[src/hdl/rffv_pkg.sv]
// ----------------------------------------------------------------------------
// Radial force field package
// Shared widths, register codes, payload structs and the exp2 constant table.
// ----------------------------------------------------------------------------
package rffv_pkg;

	localparam int FRAC_BITS = 16;
	localparam int LOG_BITS  = 16;
	localparam int MANT_BITS = 16;
	localparam int POS_W     = 32;
	localparam int DT_W      = 17;
	localparam int IDX_W     = 16;
	localparam int STR_W     = 23;
	localparam int FALL_W    = 19;
	localparam int RANGE_W   = 23;
	localparam int CFG_IDX_W = 3;
	localparam int CFG_DAT_W = 32;

	// Smallest distance that still gets a force: 1e-4 in raw units, at least one.
	localparam int MIN_DIST_CALC = ((1 << FRAC_BITS) + 5000) / 10000;
	localparam int MIN_DIST_RAW  = (MIN_DIST_CALC > 0) ? MIN_DIST_CALC : 1;

	typedef enum logic [CFG_IDX_W-1:0] {
		REG_CENTER_X = 3'd0,
		REG_CENTER_Y = 3'd1,
		REG_CENTER_Z = 3'd2,
		REG_STRENGTH = 3'd3,
		REG_FALLOFF  = 3'd4,
		REG_RANGE    = 3'd5
	} cfg_reg_t;

	typedef struct packed {
		logic signed [POS_W-1:0] pos_x;
		logic signed [POS_W-1:0] pos_y;
		logic signed [POS_W-1:0] pos_z;
		logic signed [POS_W-1:0] vel_x;
		logic signed [POS_W-1:0] vel_y;
		logic signed [POS_W-1:0] vel_z;
		logic [DT_W-1:0]         time_step;
		logic [IDX_W-1:0]        particle_index;
	} req_t;

	typedef struct packed {
		logic signed [POS_W-1:0] new_vel_x;
		logic signed [POS_W-1:0] new_vel_y;
		logic signed [POS_W-1:0] new_vel_z;
		logic                    applied;
		logic [IDX_W-1:0]        index_out;
	} rsp_t;

	typedef struct packed {
		logic signed [POS_W-1:0] center_x;
		logic signed [POS_W-1:0] center_y;
		logic signed [POS_W-1:0] center_z;
		logic signed [STR_W-1:0] field_strength;
		logic [FALL_W-1:0]       falloff_exponent;
		logic [RANGE_W-1:0]      max_range;
	} cfg_t;

	typedef logic [30:0] expc_tab_t [LOG_BITS];

	// Integer square root, used only to build the constant table.
	function automatic logic [63:0] isqrt64(input logic [63:0] v);
		logic [63:0] r;
		logic [63:0] b;
		logic [63:0] x;
		r = '0;
		b = 64'd1 << 62;
		x = v;
		for (int i = 0; i < 32; i++) begin
			if (x >= r + b) begin
				x = x - (r + b);
				r = (r >> 1) + b;
			end else begin
				r = r >> 1;
			end
			b = b >> 2;
		end
		return r;
	endfunction

	// Entry j is 2^(2^-(j+1)) in Q1.30, each one the root of the one before.
	function automatic expc_tab_t build_exp_tab();
		expc_tab_t  t;
		logic [63:0] c;
		c = isqrt64(64'd2 << 60);
		for (int j = 0; j < LOG_BITS; j++) begin
			t[j] = c[30:0];
			c = isqrt64(c << 30);
		end
		return t;
	endfunction

	localparam expc_tab_t EXP_C = build_exp_tab();

endpackage

[src/hdl/rffv_cfg.sv]
// ----------------------------------------------------------------------------
// Radial force field configuration registers
// Register bank written through its own valid/ready channel.
// ----------------------------------------------------------------------------
module rffv_cfg (
	input  logic                             clk,
	input  logic                             arst_n,
	input  logic                             cfg_valid,
	output logic                             cfg_ready,
	input  logic [rffv_pkg::CFG_IDX_W-1:0]   cfg_index,
	input  logic [rffv_pkg::CFG_DAT_W-1:0]   cfg_data,
	output rffv_pkg::cfg_t                   regs
);
	import rffv_pkg::*;

	cfg_t regs_q;

	// Writes are always taken.
	assign cfg_ready = 1'b1;
	assign regs      = regs_q;

	always_ff @(posedge clk or negedge arst_n) begin
		if (!arst_n) begin
			regs_q.center_x         <= '0;
			regs_q.center_y         <= '0;
			regs_q.center_z         <= '0;
			regs_q.field_strength   <= STR_W'(65536);
			regs_q.falloff_exponent <= FALL_W'(131072);
			regs_q.max_range        <= RANGE_W'(655360);
		end else if (cfg_valid) begin
			unique case (cfg_reg_t'(cfg_index))
				REG_CENTER_X: regs_q.center_x         <= cfg_data;
				REG_CENTER_Y: regs_q.center_y         <= cfg_data;
				REG_CENTER_Z: regs_q.center_z         <= cfg_data;
				REG_STRENGTH: regs_q.field_strength   <= cfg_data[STR_W-1:0];
				REG_FALLOFF:  regs_q.falloff_exponent <= cfg_data[FALL_W-1:0];
				REG_RANGE:    regs_q.max_range        <= cfg_data[RANGE_W-1:0];
				default: begin
					// Indexes past the register list are dropped.
				end
			endcase
		end
	end

endmodule

[config.mk]
export PLATFORM = sky130hd
export DESIGN_NAME = rffv_cfg
export DESIGN_NICKNAME = d
export VERILOG_FILES = /design/src/hdl/rffv_pkg.sv /design/src/hdl/rffv_cfg.sv
export SDC_FILE = /design/constraint.sdc
export NUM_CORES = 1
export LEC_CHECK = 0
export BUFFER_PORTS_ARGS = -buffer_cell sky130_fd_sc_hd__buf_4
export CORE_MARGIN = 5
export CORE_UTILIZATION = 29
export CTS_CLUSTER_DIAMETER = 60
export CTS_CLUSTER_SIZE = 12
export DETAILED_ROUTE_END_ITERATION = 6
export PLACE_DENSITY = 0.52
export SLEW_MARGIN = 20
export SYNTH_ARGS = -nofsm -noshare
export SYNTH_HDL_FRONTEND = slang
export SYNTH_SLANG_ARGS = --single-unit
export TNS_END_PERCENT = 20
[constraint.sdc]
create_clock -name clk -period 1 [get_ports clk]
set_clock_uncertainty 0.2 [all_clocks]
set_input_delay 0.1 -clock clk [delete_from_list [all_inputs] [get_ports clk]]
set_output_delay 0.1 -clock clk [all_outputs]
set_load 0.02 [all_outputs]
======== Word-level counts from Yosys, hierarchy flattened ========
Cells that the tools add are included.
Widths: inputs -> output; s select.
word-level totals
  register bits ........................... 161
  input bits .............................. 38
  output and inout port bits .............. 162
  logic and storage cells ................. 18
operators by class
  eq/ne operators ......................... 5
  reductions and logical operators ........ 7
operators with widths
  cell                count
  $reduce_and 2->1    6
  $eq 3x2->1 const B  2
  $eq 3x3->1 const B  2
  $eq 3x1->1 const B  1
  $logic_not 3->1     1

======== Longest topological paths before layout ========
Gate-level depths: netlist (run 1).
  word-level depth ........................ 2
  mapped depth ............................ 4
  mapped depth without buffers ............ 2

======== Worst setup path before layout (run 1) ========
OpenSTA, ideal clock, no wires.
  kind .................................... input -> register
  start ................................... input cfg_index[1] (netlist name)
  end ..................................... register regs_q (netlist bit regs[31])
  arrival time ............................ 1017 ps
  required time ........................... 675 ps
  setup slack ............................. -342 ps
  stages .................................. 4
  path through ............................ nor4bb_1 buf_4 buf_6 mux2_2
on the way
  longest elaborated chain between the ends .. 2
ends and longest elaborated chain
  element                     RTL line        RTL
  from (decl)                 rffv_cfg.sv:10  input logic [rffv_pkg::CFG_IDX_W-1:0] cfg_index,
  $eq 3x3->1                  rffv_cfg.sv:31  unique case (cfg_reg_t'(cfg_index))
  $reduce_and 2->1 (no line)  --
  to (decl)                   rffv_cfg.sv:16  cfg_t regs_q;
Every way passes these cells.
A chain may end at the register's enable or synchronous reset.

======== Final worst setup path (run 1) ========
  start ................................... register regs_q (netlist bit regs[17])
  end ..................................... output regs[17] (netlist name)
RTL lines
  element    RTL line        RTL
  to (decl)  rffv_cfg.sv:12  output rffv_pkg::cfg_t regs
No word-level cell between the ends.

==> flow_summary_export.csv, run 1 <==
group,metric,value,unit
status,status,"finished with violations",
status,violations,"hold timing, setup timing",
power,power.density,2342,mW/mm^2
worst_setup_path,slowest_delay,0.54,ns
clock_network,holdBufCountCts,33,
placed_design,routabilityCongestion,0.7576,
finish,postLayoutCoreUtil,47.21,%
clock_network,clockRootBuffer,"clkbuf_16",
sta,final.setup.tns,-49.28,ns
logic_synthesis,syn-cell-area,0.006068,sq mm
placed_design,dp.final_hpwl,11.30,mm
clock_network,htree_levels,4,
logic_synthesis,syn_inst,347,
sta,period_needed,1.365,ns
detailed_routing,drt_iter0_drc,89,
power,p_leak,0.004518,uW
global_routing,gr-usage-all-layers,14.07,%
finish,diodes,0,
logic_synthesis,synth_commonest_cells,"dfrtp_1, mux2_2, buf_6, mux2_1",
finish,area_growth,62.00,%
sta,rsz0062_at_grt,"yes",
logic_synthesis,ys_seq_elements,161,
sta,finalSetupViolations,277,
logic_synthesis,synth_xor_area_share,0,%
sta,whs,-0.05743,ns
clock_network,cts_sinks,161,
finish,seqCellArea,0.004034,sq mm
logic_synthesis,yosys.area_share.simple,1.175,%
sta,min_period_over_period,136.5,%
worst_setup_path,setup.worst_path.end,"regs[17]",
worst_hold_path,hp-class,"input port to async pin",
global_routing,grt_start_max_net_pins,33,
logic_synthesis,synth_top_family_by_area,"multiplexers",
worst_setup_path,r2r_cells,3,
clock_network,cts_tree,"built",
floorplanning,die_w,154.7,um
clock_network,clock_latency,0.41,ns
logic_synthesis,synth_top_area_share,64.74,%
power,vdd_drop_max,1.161,mV
logic_synthesis,synth_compound_area_share,0,%
placed_design,port_buffers,198,
worst_setup_path,worstSetupPathType,"flop to output port",
run,maxCapViolCount,0,
worst_setup_path,cp_slowest_cell,"dfstp_2",
global_routing,grt_pass1_vias,4460,
detailed_routing,drt-pass1-iter-count,4,
global_routing,grt_first_pass_wirelength,25.92,mm
clock_network,clk_pin_slew,0.06,ns
global_routing,overflow,0,
logic_synthesis,synth_seq_area_share,66.47,%
finish,nNetsFinal,654,
logic_synthesis,ys_warn_count,0,
floorplanning,boundaryPins,200,
detailed_routing,wl_per_cell,18.50,um
worst_setup_path,worstPathRequired,0.70,ns
detailed_routing,postRouteAntennaNets,0,
logic_synthesis,synth.top_cells.by_area,"dfrtp_1, mux2_2, dfstp_2, buf_6, mux2_1",
worst_setup_path,r2r-end,"regs[127]",
finish,drive_gt1_share,67.89,%
floorplanning,row_count,53,
logic_synthesis,synth.area.mux_share,29.88,%
worst_setup_path,start_kind,"flop",
logic_synthesis,synth_fp_nets,385,
detailed_routing,drt_wl_total,16.72,mm
logic_synthesis,yosysUniqueCellTypes,12,
logic_synthesis,synthArstFlopShare,100.0,%
worst_setup_path,crit_family,"flip-flops",
worst_setup_path,crit_cells,1,
power,finalPower,23020,uW
global_routing,antenna_found_initial,0,
logic_synthesis,synth_top_area_cell,"dfrtp_1",
logic_synthesis,synthAdderAreaFrac,0,%
logic_synthesis,yosysMostFrequentCell,"dfrtp_1",
clock_network,cts_buffers,17,
logic_synthesis,ys.flop_type,"dfrtp_1",
finish,largest_reg_flops,161,
logic_synthesis,syn_avg_cell_area,17.49,sq um
sta,finalHoldViolations,15,
detailed_routing,vias,3965,
worst_setup_path,crit_chain,"buf_6",
worst_setup_path,crit_buf_inv,1,
detailed_routing,vias_per_cell,4.386,
logic_synthesis,synth_edf_count,0,
floorplanning,die_area,0.02392,sq mm
worst_setup_path,regToRegSetupSlack,-0.21,ns
worst_setup_path,crit_start,"regs[17]",
worst_setup_path,rr_startpoint,"regs[127]",
sta,worst_slack,-0.3652,ns
sta,fmax,732.5,MHz
detailed_routing,route.detailed.drc,0,
worst_setup_path,crit_fanout,2,
worst_setup_path,endpoint_kind,"output port",
floorplanning,core-area,0.02082,sq mm
floorplanning,start_util,29.14,%
floorplanning,die_y,154.7,um
sta,slew_violations,0,
clock_network,clockBufferDepth,2,
worst_setup_path,arrival,1.07,ns
finish,multi_input_area,0.002049,sq mm
finish,n_fill_cell,1841,
## how the worst min path moves through the flow
| stage | start | end | cells past startpoint |
|---|---|---|---|
| floorplan | arst_n | regs[0] | 0 |
| global placement | arst_n | regs[33] | 1 |
| detailed placement | arst_n | regs[33] | 1 |
| CTS | arst_n | regs[33] | 2 |
| global route | arst_n | regs[33] | 2 |
| finish | arst_n | regs[33] | 2 |
## cell families (layout without fill, tap and decap cells)
| logic type | after synthesis | count (layout) |
|---|---|---|
| multiplexers | 161 | 161 |
| flip-flops | 161 | 161 |
| buffers and inverters | 18 | 300 |
| AND/OR/NAND/NOR | 6 | 6 |
| other | 1 | 1 |
## placed cells by master (no fill, tap or decap), types with 3 or more instances in the layout
| master | instances |
|---|---|
| clkinv_2 | 3 |
| buf_12 | 9 |
| inv_6 | 3 |
| dfrtp_1 | 157 |
| buf_6 | 167 |
| buf_4 | 59 |
| clkinvlp_4 | 3 |
| mux2_1 | 6 |
| dfstp_2 | 4 |
| mux2_4 | 31 |
| dlygate4sd3_1 | 33 |
| mux2_2 | 124 |
| clkbuf_16 | 17 |
| clkbuf_1 | 3 |
| nor4bb_4 | 3 |
## final cells by class
| cell class | instances | area share (%) |
|---|---|---|
| multi-input cells | 168 | 20.85 |
| well taps | 275 | 3.500 |
| flip-flops and latches | 161 | 41.03 |
| clock buffers | 20 | 4.442 |
| repair buffers | 268 | 28.83 |
| clock inverters | 12 | 1.349 |
## what timing repair did
item | CTS | global route
setup endpoints to repair | 276 | 283
buffers inserted | 12 | 5
pin swaps | 3 | 2
endpoints found under the hold margin | 322 | 15
gates cloned | 0 | 0
resized for setup | 178 | 13
## per-stage QoR
| step | hold slack, ns | setup slack (ns) | instances | cell area (sq um) |
|---|---|---|---|---|
| 2_1_floorplan | -0.3956 | -0.3299 | 347 | 6108 |
| 3_3_place_gp | -0.1752 | -0.5645 | 822 | 8085 |
| 3_5_place_dp | -0.1754 | -0.6103 | 822 | 8085 |
| 4_1_cts | -0.06341 | -0.4008 | 899 | 9744 |
| 5_1_grt | -0.05153 | -0.4146 | 904 | 9831 |
| 6_report | -0.05743 | -0.3652 | 904 | 9831 |
## report_power, final
group	total, uW	switching, uW	internal (uW)	leakage, uW
logic	7610	3310	4300	0.00232
clock network	6310	2620	3690	0.000271
registers	9110	1110	7990	0.00193
## routing by layer
| metal | GRT usage (%) | share of wire, % |
|---|---|---|
| met5 | 0 | 0 |
| met4 | 3.953 | 1.4 |
| met3 | 5.400 | 7.8 |
| met2 | 23.29 | 49 |
| met1 | 17.19 | 42 |
(Power assumes the default switching activity.)
==> inputs of run 2 (changes only) <==
--- a/config.mk
+++ b/config.mk
@@ -7,11 +7,11 @@
 export LEC_CHECK = 0
 export BUFFER_PORTS_ARGS = -buffer_cell sky130_fd_sc_hd__buf_4
 export CORE_MARGIN = 5
-export CORE_UTILIZATION = 29
+export CORE_UTILIZATION = 45
 export CTS_CLUSTER_DIAMETER = 60
 export CTS_CLUSTER_SIZE = 12
 export DETAILED_ROUTE_END_ITERATION = 6
-export PLACE_DENSITY = 0.52
+export PLACE_DENSITY = 0.74
 export SLEW_MARGIN = 20
 export SYNTH_ARGS = -nofsm -noshare
 export SYNTH_HDL_FRONTEND = slang
==> flow_summary_export.csv, run 2 (synthesis gave the netlist of run 1 again) <==
group,metric,value,unit
status,status,"finished with violations",
status,violations,"hold timing, setup timing",
worst_setup_path,crit_start,"regs[17]",
worst_setup_path,r2r-end,"regs[108]",
global_routing,antenna_found_initial,0,
power,power.share.switching,30.04,%
sta,fmax,723.2,MHz
power,power.density,2402,mW/mm^2
sta,final.setup.tns,-54.63,ns
global_routing,grt_pass1_vias,4487,
detailed_routing,wl_per_cell,20.96,um
worst_setup_path,rr_startpoint,"regs[108]",
power,p_int,16400,uW
worst_setup_path,r2r_cells,3,
worst_setup_path,start_kind,"flop",
worst_setup_path,worstPathRequired,0.70,ns
floorplanning,core-area,0.01324,sq mm
sta,slew_violations,0,
clock_network,holdBufCountCts,33,
placed_design,port_buffers,198,
placed_design,dp.final_hpwl,10.52,mm
power,vdd_drop_max,1.371,mV
clock_network,clock_latency,0.41,ns
floorplanning,boundaryPins,200,
sta,finalHoldViolations,11,
finish,drive_gt1_share,68.03,%
finish,largest_reg_flops,161,
detailed_routing,drt-pass1-iter-count,4,
power,p_leak,0.004559,uW
worst_setup_path,slowest_delay,0.55,ns
power,clkPwrFrac,27.7,%
global_routing,gr-usage-all-layers,21.53,%
placed_design,place_inst,720,
finish,area_growth,60.89,%
floorplanning,die_w,126.1,um
worst_setup_path,cp_slowest_cell,"dfstp_2",
detailed_routing,vias_per_cell,5.020,
clock_network,cts_sinks,161,
clock_network,htree_levels,4,
global_routing,grt_first_pass_wirelength,26.33,mm
sta,worst_slack,-0.3828,ns
finish,nNetsFinal,660,
worst_setup_path,crit_chain,"buf_6",
clock_network,clk_pin_slew,0.06,ns
detailed_routing,route.detailed.drc,0,
clock_network,cts_buffers,17,
detailed_routing,drt_iter0_drc,196,
clock_network,clockRootBuffer,"clkbuf_16",
run,maxCapViolCount,0,
worst_setup_path,crit_fanout,2,
finish,final_cell_mix,"buf_6, dfrtp_1, mux2_2, buf_4, dlygate4sd3_1",
clock_network,clockBufferDepth,2,
sta,whs,-0.07620,ns
detailed_routing,postRouteAntennaNets,0,
finish,diodes,0,
finish,postLayoutCoreUtil,73.72,%
worst_setup_path,worstSetupPathType,"flop to output port",
sta,finalSetupViolations,287,
sta,period_needed,1.383,ns
power,p_sw,7045,uW
global_routing,overflow,0,
detailed_routing,drt_wl_total,17.00,mm
worst_setup_path,crit_family,"flip-flops",
floorplanning,die_y,126.1,um
finish,final_common_cell,"buf_6",
detailed_routing,vias,4071,
floorplanning,row_count,42,
worst_hold_path,hp-class,"input port to async pin",
worst_setup_path,endpoint_kind,"output port",
finish,n_fill_cell,766,
worst_setup_path,crit_buf_inv,1,
worst_setup_path,arrival,1.08,ns
power,power_frac_comb,33.2,%
floorplanning,start_util,45.82,%
finish,layout.cells.non_filler,811,
clock_network,cts_tree,"built",
global_routing,grt_start_max_net_pins,36,
worst_setup_path,setup.worst_path.end,"regs[17]",
power,seqPwrFrac,39.1,%
floorplanning,die_area,0.01591,sq mm
sta,min_period_over_period,138.3,%
worst_setup_path,regToRegSetupSlack,-0.25,ns
sta,rsz0062_at_grt,"yes",
worst_setup_path,crit_cells,1,
placed_design,routabilityCongestion,0.7471,
power,finalPower,23450,uW
run 2: power by group through the flow:
stage / registers, uW / clock network (uW) / logic [uW]
after floorplan: 10600 / 0 / 1400
after global placement: 8880 / 0 / 6200
after detailed placement: 8950 / 0 / 6330
after CTS: 9120 / 6590 / 7540
after global routing: 9330 / 6930 / 8130
final: 9170 / 6500 / 7790
run 2: area by class of cell:
cell class | count | area [sq um] | share of cell area (%)
Multi-Input combinational cell | 168 | 2031 | 20.80
Tap cell | 176 | 220.2 | 2.256
Timing Repair Buffer | 274 | 2880 | 29.50
Clock inverter | 10 | 133.9 | 1.371
Sequential cell | 161 | 4034 | 41.32
Clock buffer | 22 | 464.2 | 4.755
run 2: how the worst min path moves through the flow:
stage | from | slack, ns | to
detailed placement | arst_n | -0.22 | regs[32]
global placement | arst_n | -0.22 | regs[33]
global route | arst_n | -0.09 | regs[138]
finish | arst_n | -0.08 | regs[33]
floorplan | arst_n | -0.40 | regs[0]
CTS | arst_n | -0.1 | regs[32]
run 2: stage by stage:
step / area [sq um] / setup slack (ns)
global placement: 7951 / -0.5520
detailed placement: 7951 / -0.5853
CTS: 9628 / -0.3859
finish: 9763 / -0.3828
floorplan: 6108 / -0.3299
global route: 9763 / -0.4205
run 2: metal layers:
metal | global-route usage [%] | wire length (um) | part of all wire (%) | vias up
met1 | 25.47 | 6665 | 39 | 2107
met2 | 37.15 | 8955 | 53 | 149
li1 | - | - | - | 1790
met4 | 7.823 | 374 | 2.2 | 0
met5 | 0 | 0 | 0 | -
met3 | 6.562 | 1002 | 5.9 | 25
run 2: timing repair:
action | 4_1_cts | 5_1_grt
endpoints found under the setup margin | 277 | 289
gates resized for setup | 175 | 8
buffers inserted | 12 | 14
endpoints found under the hold margin | 322 | 11
cloned | 0 | 0
pin swaps | 3 | 1
